`src/hw/rtl/bde_pkg.sv`:
```
// ----------------------------------------------------------------------------
// bde_pkg
// Shared codes, controller command and datapath status types for the deque.
// ----------------------------------------------------------------------------
`default_nettype none

package bde_pkg;

    localparam int WORD_W = 32;
    localparam int CMD_W  = 3;
    localparam int ST_W   = 2;

    // command codes (s_axis_tuser)
    localparam logic [CMD_W-1:0] CMD_PUSH_REAR  = 3'd0;
    localparam logic [CMD_W-1:0] CMD_PUSH_FRONT = 3'd1;
    localparam logic [CMD_W-1:0] CMD_POP_REAR   = 3'd2;
    localparam logic [CMD_W-1:0] CMD_POP_FRONT  = 3'd3;
    localparam logic [CMD_W-1:0] CMD_DUMP       = 3'd4;

    // result status codes (m_axis_tuser)
    localparam logic [ST_W-1:0] ST_OK    = 2'd0;
    localparam logic [ST_W-1:0] ST_EMPTY = 2'd1;
    localparam logic [ST_W-1:0] ST_FULL  = 2'd2;

    // ring address source
    typedef enum logic [2:0] {
        ASEL_HEAD,
        ASEL_FRONT_NEW,
        ASEL_REAR_FREE,
        ASEL_REAR_LAST,
        ASEL_DUMP
    } t_asel;

    // pointer / count update
    typedef enum logic [2:0] {
        UPD_NONE,
        UPD_PUSH_REAR,
        UPD_PUSH_FRONT,
        UPD_POP_REAR,
        UPD_POP_FRONT
    } t_upd;

    typedef struct packed {
        logic             cap;        // capture input word
        logic             ram_wr;
        logic             ram_rd;
        t_asel            asel;
        t_upd             upd;
        logic             emit;       // load output register
        logic [ST_W-1:0]  emit_status;
        logic             emit_ram;   // word from ring read, else zero
        logic             emit_last;
        logic             dump_clr;
        logic             dump_inc;
    } t_ctl_cmd;

    typedef struct packed {
        logic empty;
        logic full;
        logic out_free;
        logic dump_last;
    } t_dp_stat;

endpackage

`default_nettype wire

```
`src/hw/rtl/bde_ram.sv`:
```
// ----------------------------------------------------------------------------
// bde_ram
// Generic simple dual-port RAM, one write and one registered read port.
// ----------------------------------------------------------------------------
`default_nettype none

module bde_ram #(
    parameter int WIDTH = 32,
    parameter int DEPTH = 16
) (
    input  wire logic                     i_clk,
    input  wire logic                     i_wr_en,
    input  wire logic [$clog2(DEPTH)-1:0] i_wr_addr,
    input  wire logic [WIDTH-1:0]         i_wr_data,
    input  wire logic                     i_rd_en,
    input  wire logic [$clog2(DEPTH)-1:0] i_rd_addr,
    output logic      [WIDTH-1:0]         o_rd_data
);

    logic [WIDTH-1:0] r_mem [DEPTH];
    logic [WIDTH-1:0] r_rd_data;

    always_ff @(posedge i_clk) begin
        if (i_wr_en) begin
            r_mem[i_wr_addr] <= i_wr_data;
        end
        if (i_rd_en) begin
            r_rd_data <= r_mem[i_rd_addr];
        end
    end

    assign o_rd_data = r_rd_data;

endmodule

`default_nettype wire

```
`src/hw/rtl/bde_dpath.sv`:
```
// ----------------------------------------------------------------------------
// bde_dpath
// Ring store, head pointer, occupancy, dump index and output register.
// ----------------------------------------------------------------------------
`default_nettype none

module bde_dpath #(
    parameter int DEPTH = 16
) (
    input  wire logic                          i_clk,
    input  wire logic                          i_rst_n,
    input  wire bde_pkg::t_ctl_cmd             i_ctl,
    input  wire logic [bde_pkg::WORD_W-1:0]    i_value,
    output bde_pkg::t_dp_stat                  o_stat,
    output logic                               o_m_tvalid,
    input  wire logic                          i_m_tready,
    output logic      [bde_pkg::WORD_W-1:0]    o_m_tdata,
    output logic      [bde_pkg::ST_W-1:0]      o_m_tuser,
    output logic                               o_m_tlast
);

    import bde_pkg::*;

    localparam int IW = $clog2(DEPTH);
    localparam int CW = $clog2(DEPTH + 1);
    localparam logic [IW-1:0] LAST_SLOT = IW'(DEPTH - 1);
    localparam logic [IW:0]   DEPTH_X   = (IW + 1)'(DEPTH);

    logic [IW-1:0]     r_head, n_head;
    logic [CW-1:0]     r_occ, n_occ;
    logic [IW-1:0]     r_dump_idx;
    logic [WORD_W-1:0] r_value;
    logic              r_out_valid;
    logic [WORD_W-1:0] r_out_data;
    logic [ST_W-1:0]   r_out_status;
    logic              r_out_last;

    logic [IW:0]       offset;
    logic [IW:0]       slot_sum;
    logic [IW-1:0]     slot;
    logic [IW-1:0]     head_dec;
    logic [IW-1:0]     head_inc;
    logic [IW-1:0]     addr;
    logic [WORD_W-1:0] rd_data;

    // head + offset modulo DEPTH; the sum stays below twice DEPTH
    always_comb begin
        case (i_ctl.asel)
            ASEL_REAR_FREE: offset = (IW + 1)'(r_occ);
            ASEL_REAR_LAST: offset = (IW + 1)'(r_occ - CW'(1));
            ASEL_DUMP:      offset = (IW + 1)'(r_dump_idx);
            default:        offset = '0;
        endcase
        slot_sum = (IW + 1)'(r_head) + offset;
        slot     = (slot_sum >= DEPTH_X) ? IW'(slot_sum - DEPTH_X) : IW'(slot_sum);
        head_dec = (r_head == '0) ? LAST_SLOT : r_head - IW'(1);
        head_inc = (r_head == LAST_SLOT) ? '0 : r_head + IW'(1);
        addr     = (i_ctl.asel == ASEL_FRONT_NEW) ? head_dec : slot;
    end

    always_comb begin
        n_head = r_head;
        n_occ  = r_occ;
        case (i_ctl.upd)
            UPD_PUSH_REAR: n_occ = r_occ + CW'(1);
            UPD_PUSH_FRONT: begin
                n_head = head_dec;
                n_occ  = r_occ + CW'(1);
            end
            UPD_POP_REAR: n_occ = r_occ - CW'(1);
            UPD_POP_FRONT: begin
                n_head = head_inc;
                n_occ  = r_occ - CW'(1);
            end
            default: ;
        endcase
    end

    bde_ram #(
        .WIDTH (WORD_W),
        .DEPTH (DEPTH)
    ) u_ram (
        .i_clk     (i_clk),
        .i_wr_en   (i_ctl.ram_wr),
        .i_wr_addr (addr),
        .i_wr_data (r_value),
        .i_rd_en   (i_ctl.ram_rd),
        .i_rd_addr (addr),
        .o_rd_data (rd_data)
    );

    always_ff @(posedge i_clk) begin
        if (!i_rst_n) begin
            r_head      <= '0;
            r_occ       <= '0;
            r_dump_idx  <= '0;
            r_out_valid <= 1'b0;
        end else begin
            r_head <= n_head;
            r_occ  <= n_occ;
            if (i_ctl.dump_clr) begin
                r_dump_idx <= '0;
            end else if (i_ctl.dump_inc) begin
                r_dump_idx <= r_dump_idx + IW'(1);
            end
            if (i_ctl.emit) begin
                r_out_valid <= 1'b1;
            end else if (i_m_tready) begin
                r_out_valid <= 1'b0;
            end
        end
    end

    always_ff @(posedge i_clk) begin
        if (i_ctl.cap) begin
            r_value <= i_value;
        end
        if (i_ctl.emit) begin
            r_out_data   <= i_ctl.emit_ram ? rd_data : '0;
            r_out_status <= i_ctl.emit_status;
            r_out_last   <= i_ctl.emit_last;
        end
    end

    assign o_stat.empty     = (r_occ == '0);
    assign o_stat.full      = (r_occ == CW'(DEPTH));
    assign o_stat.out_free  = !r_out_valid || i_m_tready;
    assign o_stat.dump_last = ((CW'(r_dump_idx) + CW'(1)) == r_occ);

    assign o_m_tvalid = r_out_valid;
    assign o_m_tdata  = r_out_data;
    assign o_m_tuser  = r_out_status;
    assign o_m_tlast  = r_out_last;

endmodule

`default_nettype wire

```
`src/hw/rtl/bde_ctrl.sv`:
```
// ----------------------------------------------------------------------------
// bde_ctrl
// Command sequencer: decodes each command and steps the datapath.
// ----------------------------------------------------------------------------
`default_nettype none

module bde_ctrl (
    input  wire logic                        i_clk,
    input  wire logic                        i_rst_n,
    input  wire logic                        i_s_tvalid,
    output logic                             o_s_tready,
    input  wire logic [bde_pkg::CMD_W-1:0]   i_cmd,
    input  wire bde_pkg::t_dp_stat           i_stat,
    output bde_pkg::t_ctl_cmd                o_ctl
);

    import bde_pkg::*;

    typedef enum logic [2:0] {
        S_IDLE,
        S_EXEC,
        S_POP_WAIT,
        S_DUMP_RD,
        S_DUMP_OUT
    } t_state;

    t_state             r_state, n_state;
    logic [CMD_W-1:0]   r_cmd;
    t_ctl_cmd           ctl;
    logic               accept;

    assign accept = i_s_tvalid && (r_state == S_IDLE);

    always_comb begin
        n_state = r_state;
        ctl     = '0;
        ctl.cap = accept;
        unique case (r_state)
            S_IDLE: begin
                if (accept) begin
                    n_state = S_EXEC;
                end
            end
            S_EXEC: begin
                unique case (r_cmd) inside
                    CMD_PUSH_REAR, CMD_PUSH_FRONT: begin
                        if (i_stat.out_free) begin
                            ctl.emit        = 1'b1;
                            ctl.emit_last   = 1'b1;
                            ctl.emit_status = i_stat.full ? ST_FULL : ST_OK;
                            if (!i_stat.full) begin
                                ctl.ram_wr = 1'b1;
                                if (r_cmd == CMD_PUSH_REAR) begin
                                    ctl.asel = ASEL_REAR_FREE;
                                    ctl.upd  = UPD_PUSH_REAR;
                                end else begin
                                    ctl.asel = ASEL_FRONT_NEW;
                                    ctl.upd  = UPD_PUSH_FRONT;
                                end
                            end
                            n_state = S_IDLE;
                        end
                    end
                    CMD_POP_REAR, CMD_POP_FRONT: begin
                        if (i_stat.empty) begin
                            if (i_stat.out_free) begin
                                ctl.emit        = 1'b1;
                                ctl.emit_last   = 1'b1;
                                ctl.emit_status = ST_EMPTY;
                                n_state         = S_IDLE;
                            end
                        end else begin
                            // read the slot and retire it in the same cycle
                            ctl.ram_rd = 1'b1;
                            if (r_cmd == CMD_POP_REAR) begin
                                ctl.asel = ASEL_REAR_LAST;
                                ctl.upd  = UPD_POP_REAR;
                            end else begin
                                ctl.asel = ASEL_HEAD;
                                ctl.upd  = UPD_POP_FRONT;
                            end
                            n_state = S_POP_WAIT;
                        end
                    end
                    CMD_DUMP: begin
                        if (i_stat.empty) begin
                            if (i_stat.out_free) begin
                                ctl.emit        = 1'b1;
                                ctl.emit_last   = 1'b1;
                                ctl.emit_status = ST_EMPTY;
                                n_state         = S_IDLE;
                            end
                        end else begin
                            ctl.dump_clr = 1'b1;
                            n_state      = S_DUMP_RD;
                        end
                    end
                    default: n_state = S_IDLE;   // unknown command: no result
                endcase
            end
            S_POP_WAIT: begin
                if (i_stat.out_free) begin
                    ctl.emit        = 1'b1;
                    ctl.emit_ram    = 1'b1;
                    ctl.emit_last   = 1'b1;
                    ctl.emit_status = ST_OK;
                    n_state         = S_IDLE;
                end
            end
            S_DUMP_RD: begin
                ctl.ram_rd = 1'b1;
                ctl.asel   = ASEL_DUMP;
                n_state    = S_DUMP_OUT;
            end
            S_DUMP_OUT: begin
                if (i_stat.out_free) begin
                    ctl.emit        = 1'b1;
                    ctl.emit_ram    = 1'b1;
                    ctl.emit_last   = i_stat.dump_last;
                    ctl.emit_status = ST_OK;
                    if (i_stat.dump_last) begin
                        n_state = S_IDLE;
                    end else begin
                        ctl.dump_inc = 1'b1;
                        n_state      = S_DUMP_RD;
                    end
                end
            end
            default: n_state = S_IDLE;
        endcase
    end

    always_ff @(posedge i_clk) begin
        if (!i_rst_n) begin
            r_state <= S_IDLE;
        end else begin
            r_state <= n_state;
        end
        if (accept) begin
            r_cmd <= i_cmd;
        end
    end

    assign o_s_tready = (r_state == S_IDLE);
    assign o_ctl      = ctl;

endmodule

`default_nettype wire

```
`src/hw/rtl/bounded_deque_engine.sv`:
```
// ----------------------------------------------------------------------------
// bounded_deque_engine
// Bounded double-ended queue of signed 32-bit words on a ring RAM.
// ----------------------------------------------------------------------------
// One command per input transfer: push rear, push front, pop rear, pop front
// or dump. Every push and pop gives one result; a dump gives one result per
// stored word, front to rear, with tlast on the rear word (one EMPTY result
// if nothing is stored). A push to a full queue gives FULL and changes
// nothing; unknown commands give no result. Commands are taken one at a time.
// A pop or dump that returns stored words is slower than a push, since each
// such word must pass through the ring RAM's registered read port, and a
// stalled output holds the running command. The next command is taken while
// the last result still sits in the output register. Stored words have no
// reset; there is no clearing pass after reset.
`default_nettype none

module bounded_deque_engine #(
    parameter int DEPTH = 16    // ring slots, 2 to 64
) (
    input  wire logic        i_clk,
    input  wire logic        i_rst_n,
    // command stream
    input  wire logic        s_axis_tvalid,
    output logic             s_axis_tready,
    input  wire logic [31:0] s_axis_tdata,   // [31:0] value (signed)
    input  wire logic [7:0]  s_axis_tuser,   // [2:0] command, [7:3] zero
    // result stream
    output logic             m_axis_tvalid,
    input  wire logic        m_axis_tready,
    output logic      [31:0] m_axis_tdata,   // [31:0] word (signed)
    output logic      [1:0]  m_axis_tuser,   // [1:0] status
    output logic             m_axis_tlast    // last result of the command
);

    import bde_pkg::*;

    t_ctl_cmd ctl;
    t_dp_stat stat;

    // sequencer: owns the handshake on the command side
    bde_ctrl u_ctrl (
        .i_clk      (i_clk),
        .i_rst_n    (i_rst_n),
        .i_s_tvalid (s_axis_tvalid),
        .o_s_tready (s_axis_tready),
        .i_cmd      (s_axis_tuser[CMD_W-1:0]),
        .i_stat     (stat),
        .o_ctl      (ctl)
    );

    // ring store, pointers and the result register
    bde_dpath #(
        .DEPTH (DEPTH)
    ) u_dpath (
        .i_clk      (i_clk),
        .i_rst_n    (i_rst_n),
        .i_ctl      (ctl),
        .i_value    (s_axis_tdata),
        .o_stat     (stat),
        .o_m_tvalid (m_axis_tvalid),
        .i_m_tready (m_axis_tready),
        .o_m_tdata  (m_axis_tdata),
        .o_m_tuser  (m_axis_tuser),
        .o_m_tlast  (m_axis_tlast)
    );

endmodule

`default_nettype wire

```
`config.mk`:
```
export PLATFORM = sky130hd
export DESIGN_NAME = bounded_deque_engine
export DESIGN_NICKNAME = d
export VERILOG_FILES = /design/src/hw/rtl/bde_pkg.sv /design/src/hw/rtl/bde_ram.sv /design/src/hw/rtl/bde_dpath.sv /design/src/hw/rtl/bde_ctrl.sv /design/src/hw/rtl/bounded_deque_engine.sv
export SDC_FILE = /design/constraint.sdc
export NUM_CORES = 1
export LEC_CHECK = 0
export BUFFER_PORTS_ARGS = -buffer_cell sky130_fd_sc_hd__buf_2
export CELL_PAD_IN_SITES_DETAIL_PLACEMENT = 0
export CELL_PAD_IN_SITES_GLOBAL_PLACEMENT = 1
export CORE_MARGIN = 2
export CORE_UTILIZATION = 34
export DETAILED_ROUTE_END_ITERATION = 10
export GPL_ROUTABILITY_DRIVEN = 1
export PLACE_DENSITY = 0.54
export SYNTH_ARGS = -nofsm -noshare
export SYNTH_HDL_FRONTEND = slang
export SYNTH_SLANG_ARGS = --single-unit
```
`constraint.sdc`:
```
create_clock -name i_clk -period 15.1 [get_ports i_clk]
set_input_delay 3.02 -clock i_clk [delete_from_list [all_inputs] [get_ports i_clk]]
set_output_delay 3.02 -clock i_clk [all_outputs]
set_load 0.05 [all_outputs]
```
==> results of run 1 <==
-- cell usage in the layout (no fill, tap or decap), types with 7 or more instances in the layout --
master	synthesis	layout
edfxtp_1	614	614
nand2_1	279	279
a21oi_1	140	140
buf_2	39	75
clkbuf_16	0	74
a222oi_1	64	64
a221oi_1	63	63
nor2_1	45	45
nor3_1	45	40
buf_4	3	39
and2_1	39	38
mux2i_1	37	35
clkbuf_1	54	18
dfxtp_1	17	17
clkinv_2	0	15
o21ai_0	12	12
xnor2_1	10	10
ha_1	10	10
clkinv_1	0	9
nand3_1	8	8
nor3b_2	0	8
inv_1	7	7
xor2_1	7	7
-- worst paths after layout --
kind | from | to | slack (ps) | cells past startpoint
worst max-delay path | m_axis_tready | u_dpath.u_ram.r_mem[12][7] | 7120 | 14
worst min-delay path | u_dpath.u_ram.o_rd_data[5] | u_dpath.o_m_tdata[5] | 520 | 1
worst max register to register | u_dpath.r_occ[0] | u_dpath.u_ram.r_mem[12][7] | 8790 | 14
worst min register to register | u_dpath.u_ram.o_rd_data[5] | u_dpath.o_m_tdata[5] | 520 | 1
-- per-stage QoR --
step	area, µm²	hold slack [ps]	cells	utilization
after global routing	28000	532	2672	0.394
after detailed placement	25900	505	2547	0.364
after global placement	25900	502	2547	0.364
after floorplan	24300	497	1583	-
after CTS	28000	518	2672	0.394
final	28000	515	2672	0.394
-- cell type report --
class                      instances  area share
timing repair buffer             116      0.0253
sequential                       631       0.670
clock buffer                      92      0.0684
inverter                           7    0.000937
clock inverter                    33     0.00861
tap                              950      0.0424
multi-input combinational        843       0.185
-- kinds of logic (layout without fill, tap and decap cells) --
family / count (synthesis) / in the layout / synth area share
muxes: 44 / 44 / 0.0194
xor gates and xnor gates: 17 / 17 / 0.00613
buffers and inverters: 109 / 248 / 0.0196
AOI/OAI and AO/OA: 306 / 306 / 0.0894
DFF: 631 / 631 / 0.773
adders and majority gates: 11 / 11 / 0.00597
and+or+nand+nor: 465 / 465 / 0.0869
-- report_power, final --
group / leakage, nW / internal, mW / switching [mW]
combinational: 2.80 / 0.0568 / 0.124
sequential: 5.71 / 1.95 / 0.0283
clock: 1.06 / 0.920 / 0.688
total: 9.58 / 2.92 / 0.840
-- layer usage --
layer  global-route usage  share of wire  vias up
li1                     -              -     6332
met1                0.227           0.45     6951
met2                0.275           0.48      334
met3               0.0275          0.047       86
met4               0.0492          0.021        0
met5                    0              0        -
-- worst max-delay path, cell delays in order --
cell and delay [ps]:
buf_2 90, nand2b_1 350, nand3_1 160, a21oi_1 310, xnor2_1 160, o21ai_0 120, ha_1 230, fa_1 400
xnor2_1 200, mux2i_4 180, buf_12 620, nand3_1 680, nor3_2 1020, buf_4 610
-- registers in the layout (all words and copies together), names as in the netlist, 2 cells and up --
signal and cells:
u_dpath.r_dump_idx 4, u_ctrl.r_cmd 3, u_dpath.u_ram.r_mem 512, u_dpath.o_m_tuser 2
u_dpath.u_ram.o_rd_data 32, u_dpath.r_head 4, u_dpath.r_occ 5, u_dpath.r_value 32
u_dpath.o_m_tdata 32, u_ctrl.r_state 3
==> results.toml, run 1 <==
[outcome]
status = "finished clean"

[routing]
drtIter0Drc = 1147
drc = 0
vias_per_cell = 5.13
wl_um = 61000
ant_nets = 0
drt-pass1-iter-count = 8
via_count = 13700
wire_per_inst_um = 22.8

[logic_synthesis]
synth_edf_count = 614
yosys.area.top_type = "edfxtp_1"
ys_ff_latch = 631
ys_seq_area_frac = 0.773
synth_area_leaders = "edfxtp_1, nand2_1, a21oi_1"
synth_ff_type = "edfxtp_1"
yosys_warnings = 0
synthTopCellsByCount = "edfxtp_1, nand2_1, a21oi_1, a222oi_1, a221oi_1"
syn_area_mm2 = 0.0243
netlist.area_leader.share = 0.759
syn_area_per_cell_um2 = 15.4
syn_inst = 1583
synthArstFlopShare = 0
ys_types = 63
synth_fp_nets = 1638
synth_most_common_cell = "edfxtp_1"

[pwr]
p_leak_nw = 9.58
finalPower_mw = 3.76
ir_drop_v = 0.0000693
cellPowerDensity_mw_per_mm2 = 134

[clock_network]
cts_buffers = 72
cts.repair.resized = 0
htree_levels = 3
cts_tree = "yes"
clock_path_buffers = 3
clk_latency_ps = 610
cts.sink_count = 631
cts-root-buf = "clkbuf_16"
path_clk_slew_ps = 50
postCtsSetupBuffers = 0
ctsHoldBuffers = 0

[timing]
setup_viol = 0
timing.final.ws_setup_ps = 7120
worst_slew_pin_slew_ps = 1130
slew_headroom = 0.228
finalMaxSlewViolations = 0
hold_viol = 0
fin_skew_ps = 22.9
timing.fmax_ghz = 0.125
period_share = 0.528
rsz0062_at_grt = "false"
min_period_ps = 7980
fin_setup_tns_ps = 0

[floorplanning]
die_w_um = 271
fp.coreArea_mm2 = 0.0711
die_area_mm2 = 0.0736
row_count = 98
initial_core_util = 0.342
pin_count = 81
die_y_um = 271

[place]
dpl.hpwl_um = 30700
pre_cts_ws_ps = 6360
gp_congestion = 0.716
io_buffers = 75

[grt]
grt_pass1_vias = 13900
grt_max_degree = 161
grt_pass1_wl_um = 91200
grt_use_total = 0.167
grt_overflow_total = 0
antenna_found_initial = 0

[worst_setup_path]
cp-start-kind = "primary input"
path_max_fanout = 160
path_class = "primary input to flop"
cp.arrival_ps = 8210
critPathCaptureType = "flop"
required_ps = 15330

[final_layout]
syn_to_final_growth_pct = 15.4
n_fill_cell = 6610
multi_input_area_mm2 = 0.00518
antenna_cells = 0
drive_gt1_frac = 0.146
num-nets-final = 1726
register_area_mm2 = 0.0188

[hold_path]
hp-class = "flop to flop"

[flow_run]
max-cap-violations = 0
Note: power is estimated with default switching activity, not from simulation.
==> run 2, diff against run 1 <==
Settings changed: ABC_AREA from default to 1, PLACE_DENSITY 0.54 to 0.59.
Clock period 15.1 ns to 6.5 ns, I/O delays scaled along.
==> run 2 against run 1 <==
  * Combinational power grew to 3.9 times the previous value
  * Hold slack better by 0.90 ps
  * Core utilization is 0.074 points higher
  * Global-route usage is 1.3 points higher
  * Register-to-register slack worse by 6800 ps
  * Non-clock buffer count is 8 higher
  * Sequential power is 130% higher
  * Clock power is 140% higher
  * Sequential cell count stayed put
  * Critical path depth is 1 higher
==> results.toml, run 2 <==
[hold_path]
hp-class = "flop to flop"
hold_path_end = "u_dpath.r_occ[0]"
min_from = "u_dpath.r_occ[0]"
holdPathStages = 1

[worst_setup_path]
path_max_fanout = 51
r2r_start = "u_dpath.r_occ[0]"
slowest_stage = "nor2_4"
cp_cell_sequence = "buf_2 -> nor2_4 -> inv_1 -> nand3_2 -> nand2_2 -> nand2_2 -> nor2_2 -> a22oi_1 -> o21ai_0 -> ha_1 -> nand2_4 -> nand2_8 -> nand3_1 -> nor2_4 -> buf_12"
critical_path.top_delay_family = "simple AND/OR/NAND/NOR gates"
rrSetupSlack_ps = 1990
r2r.worst_path.cells = 15
cp_num_buf_inv = 3
r2r-end = "u_dpath.u_ram.r_mem[3][12]"
required_ps = 6790
path_class = "primary input to flop"
cp.arrival_ps = 5050
cp-start-kind = "primary input"
critPathCaptureType = "flop"
slowest_delay_ps = 550

[logic_synthesis]
synthSimpleGateAreaFrac = 0.241
synth.area.mux_share = 0
synth_area_leaders = "edfxtp_1, nand2_1, nand3_1"
syn_area_mm2 = 0.0267
synth_ff_type = "edfxtp_1"
syn_area_per_cell_um2 = 10.6
synth_top_family_by_area = "simple AND/OR/NAND/NOR gates"
synth_most_common_cell = "nand2_1"
yosys_warnings = 0
ys_ff_latch = 631
netlist.area_leader.share = 0.691
synthTopCellsByCount = "nand2_1, edfxtp_1, nand3_1, buf_2, inv_1"
ys_seq_area_frac = 0.704
synth_edf_count = 614
ys_types = 41
synth-compound-area-share = 0.0112
synthArstFlopShare = 0
syn_inst = 2520
yosys.area.top_type = "edfxtp_1"
synth_fp_nets = 2575
synth_xor_area_frac = 0.00328
synthAdderAreaFrac = 0.00544

[routing]
drtIter0Drc = 1142
vias_per_cell = 4.76
via_count = 17600
wire_per_inst_um = 19.6
wl_um = 72400
drc = 0
ant_nets = 0
drt-pass1-iter-count = 7

[grt]
grt.met2_usage = 0.298
antenna_found_initial = 0
grtUsageMet3 = 0.0282
grt_use_total = 0.179
met1_usage = 0.245
grt_overflow_total = 0
grt_max_degree = 129
grt_pass1_wl_um = 109000
grt_pass1_vias = 17400
top_usage_layer = "met2"

[outcome]
status = "finished clean"

[place]
dpl.hpwl_um = 36700
gp_congestion = 0.767
io_buffers = 75

[pwr]
p_leak_nw = 12.3
finalPower_mw = 9.23
ir_drop_v = 0.000172
cellPowerDensity_mw_per_mm2 = 301

[timing]
setup_viol = 0
rsz0062_at_grt = "false"
fin_setup_tns_ps = 0
worst_slew_pin_slew_ps = 810
finalMaxSlewViolations = 0
fin_skew_ps = 22.0
hold_viol = 0
min_period_ps = 4760
slew_headroom = 0.460
period_share = 0.732
timing.fmax_ghz = 0.210

[final_layout]
largest_reg_flops = 512
final_common_cell = "nand2_1"
syn_to_final_growth_pct = 14.9
n_fill_cell = 7594
antenna_cells = 0
layout_common_cells = "nand2_1, edfxtp_1, nand3_1"
regMostFlops = "u_dpath.u_ram.r_mem"
num-nets-final = 2648
drive_gt1_frac = 0.101

[floorplanning]
die_w_um = 284
fp.coreArea_mm2 = 0.0776
initial_core_util = 0.344
pin_count = 81
die_y_um = 284
row_count = 102
die_area_mm2 = 0.0807

[clock_network]
clock_path_buffers = 3
clk_latency_ps = 610
path_clk_slew_ps = 60
ctsHoldBuffers = 0
cts_tree = "yes"
cts-root-buf = "clkbuf_16"
cts_buffers = 72
htree_levels = 3
cts.sink_count = 631
cts.repair.resized = 0
postCtsSetupBuffers = 0

[flow_run]
max-cap-violations = 0
## run 2: worst reg2reg max path: stages (launching register included)
cell     delay, ps
dfxtp_1        410
inv_1          150
ha_1           280
nand3_2        140
nand3_2        120
nand2_2        120
nand2_2        110
nor2_1         160
inv_1          100
o21ai_0        230
ha_1           230
nand2_4        330
nand2_8        520
nand3_1        460
nor2_4         550
buf_12         280
## run 2: power by group
part           leakage [nW]  switching [mW]  total, mW  internal [mW]
Combinational          5.52           0.499      0.695          0.196
Clock                  1.09            1.61       3.93           2.32
Sequential             5.72          0.0706       4.60           4.53
## run 2: cell type report
| class | count | area [µm²] | area share |
|---|---|---|---|
| well taps | 1040 | 1300 | 0.0425 |
| clock inverters | 38 | 343 | 0.0112 |
| repair buffers | 124 | 843 | 0.0275 |
| multi-input cells | 1687 | 7180 | 0.234 |
| inverters | 77 | 292 | 0.00951 |
| clock buffers | 92 | 1920 | 0.0626 |
| flip-flops and latches | 631 | 18800 | 0.613 |
## run 2: kinds of logic (layout without fill, tap and decap cells)
logic type | after synthesis | in the layout
flops | 631 | 631
fa+ha+maj | 11 | 11
buf+inv | 202 | 331
simple gates | 1614 | 1614
compound gates | 52 | 52
xor+xnor | 10 | 10
## run 2: metrics by stage
stage / setup slack, ps / instance area, µm² / utilization / hold slack [ps] / cells
finish: 1740 / 30700 / 0.395 / 516 / 3689
global route: 1480 / 30700 / 0.395 / 561 / 3689
floorplan: 1050 / 26700 / - / 470 / 2520
CTS: 1710 / 30700 / 0.395 / 519 / 3689
detailed placement: 1070 / 28400 / 0.366 / 509 / 3559
global placement: 1150 / 28400 / 0.366 / 490 / 3559
## run 2: how the worst max path moves through the flow
stage	start	end	slack, ps	cells after the start
global route	m_axis_tready	u_dpath.u_ram.r_mem[3][10]	1480	15
detailed placement	m_axis_tready	u_dpath.u_ram.r_mem[3][12]	1070	15
floorplan	m_axis_tready	u_dpath.u_ram.r_mem[10][0]	1050	16
global placement	m_axis_tready	u_dpath.u_ram.r_mem[3][15]	1150	15
finish	m_axis_tready	u_dpath.u_ram.r_mem[3][12]	1740	15
CTS	m_axis_tready	u_dpath.u_ram.r_mem[3][27]	1710	15
## run 2: layer usage
metal | vias up | wire [µm]
met5 | - | 0
met4 | 0 | 1190
met3 | 74 | 3370
met2 | 373 | 34000
met1 | 8608 | 33900
li1 | 8498 | -
==> run 3, diff against run 2 <==
Settings changed: ABC_AREA 1 to 0, PLACE_DENSITY 0.59 to 0.54.
Clock period 6.5 ns to 4.64 ns, I/O delays scaled along.
==> run 3 against run 2 <==
  * Count of clock-buffer cells in the layout decreased by 2
  * Total power is 32% higher
  * Combinational power decreased by 3.6%
  * Register-to-register slack lost 1700 ps
  * Hold slack worse by 28 ps
  * Largest power group unchanged
  * Highest routed layer unchanged
==> results.toml, run 3 (synthesized netlist as in run 1, its figures left out) <==
[place]
place_area_mm2 = 0.0270
pre_cts_ws_ps = 120
place_inst = 2617
dpl.hpwl_um = 35800
gp_congestion = 0.755
io_buffers = 75

[timing]
period_share = 0.938
min_period_ps = 4350
rsz0062_at_grt = "false"
slew_headroom = 0.531
fin_skew_ps = 19.8
timing.fmax_ghz = 0.230
fin_setup_tns_ps = 0
hold_ws_ps = 488
worst_slew_pin_slew_ps = 704
setup_viol = 0
hold_viol = 0
timing.final.ws_setup_ps = 286
finalMaxSlewViolations = 0

[floorplanning]
fp.coreArea_mm2 = 0.0711
die_area_mm2 = 0.0736
pin_count = 81
die_w_um = 271
row_count = 98
die_y_um = 271
initial_core_util = 0.342

[final_layout]
drive_gt1_frac = 0.179
fin_cells = 2739
layout_common_cells = "edfxtp_1, nand2_1, a21oi_1"
regMostFlops = "u_dpath.u_ram.r_mem"
syn_to_final_growth_pct = 19.7
largest_reg_flops = 512
antenna_cells = 0
multi_input_area_mm2 = 0.00531
final_area_mm2 = 0.0291
final_common_cell = "edfxtp_1"
n_fill_cell = 6539
fin_util = 0.409
num-nets-final = 1799
register_area_mm2 = 0.0188

[routing]
drtIter0Drc = 1270
via_count = 14000
wire_per_inst_um = 22.6
wl_um = 62000
ant_nets = 0
drt-pass1-iter-count = 9
drc = 0
vias_per_cell = 5.11

[outcome]
status = "finished clean"

[grt]
grt_pass1_vias = 14100
grt_max_degree = 48
grt_overflow_total = 0
grt_pass1_wl_um = 92200
grt_use_total = 0.168
antenna_found_initial = 1

[worst_setup_path]
required_ps = 4970
path_max_fanout = 11
path_class = "flop to flop"
critPathLaunch = "u_dpath.r_occ[1]"
cp-start-kind = "flop"
cp.arrival_ps = 4680
r2r_start = "u_dpath.r_occ[1]"
critPathCaptureType = "flop"

[hold_path]
min_from = "s_axis_tdata[24]"
hp-class = "primary input to flop"

[pwr]
cellPowerDensity_mw_per_mm2 = 420
p_leak_nw = 10.1
finalPower_mw = 12.2
ir_drop_v = 0.000216

[clock_network]
cts_tree = "yes"
cts-root-buf = "clkbuf_16"
htree_levels = 3
clock_path_buffers = 3
path_clk_slew_ps = 60
cts_buffers = 71
cts.sink_count = 631
clk_latency_ps = 610

[flow_run]
max-cap-violations = 0
[run 3: changes by cell type in the layout (fill, tap and decap cells not counted), sizes merged, moves of 36 or more]
cell	change
nand2	-1059
nand3	-176
a21oi	+122
inv	-69
buf	+66
a222oi	+64
a221oi	+62
and2	+40
mux2i	+39
nor3	+36
[run 3: layout make-up]
class                   instances  area share
flip-flops and latches        631       0.646
multi-input cells             843       0.183
inverters                       7    0.000903
clock inverters                28     0.00684
well taps                     950      0.0409
repair buffers                190      0.0589
clock buffers                  90      0.0643
[run 3: routing by layer]
metal  wire length [µm]  share of wire  vias to the layer above  GRT usage
li1                   -              -                     6484          -
met1              28500           0.46                     7087      0.232
met2              29300           0.47                      335      0.273
met3               2820          0.045                       92     0.0287
met4               1310          0.021                        0     0.0505
met5                  0              0                        -          0
[run 3: path summary, 6_finish.rpt]
| kind | slack (ps) | cells past startpoint | to |
|---|---|---|---|
| hold reg to reg | 510 | 1 | u_dpath.o_m_tdata[3] |
| setup reg to reg | 290 | 15 | u_dpath.u_ram.o_rd_data[22] |
| setup / recovery | 290 | 15 | u_dpath.u_ram.o_rd_data[22] |
| hold / removal | 490 | 1 | u_dpath.r_value[24] |
[run 3: where the power goes]
part	switching (mW)	total (mW)	leakage, nW	internal [mW]
clock	2.18	5.12	1.01	2.95
sequential	0.0927	6.43	5.71	6.34
combinational	0.427	0.670	3.42	0.243
[run 3: worst max-delay path: stages (launching register included)]
cell and delay (ps):
dfxtp_1 310, inv_1 110, ha_1 190, or4b_1 520, and2_4 230, o21ai_2 200, o21ai_0 150, ha_1 230
fa_1 520, and2_1 190, mux2_4 360, buf_12 190, a221oi_1 250, nor2_1 70, nor3_1 370, mux2i_1 190
[run 3: timing repair]
action                                  CTS  global route
endpoints found under the setup margin    0            14
gates resized for setup                   0             2
hold buffers                              0             0
buffers inserted                          0             4
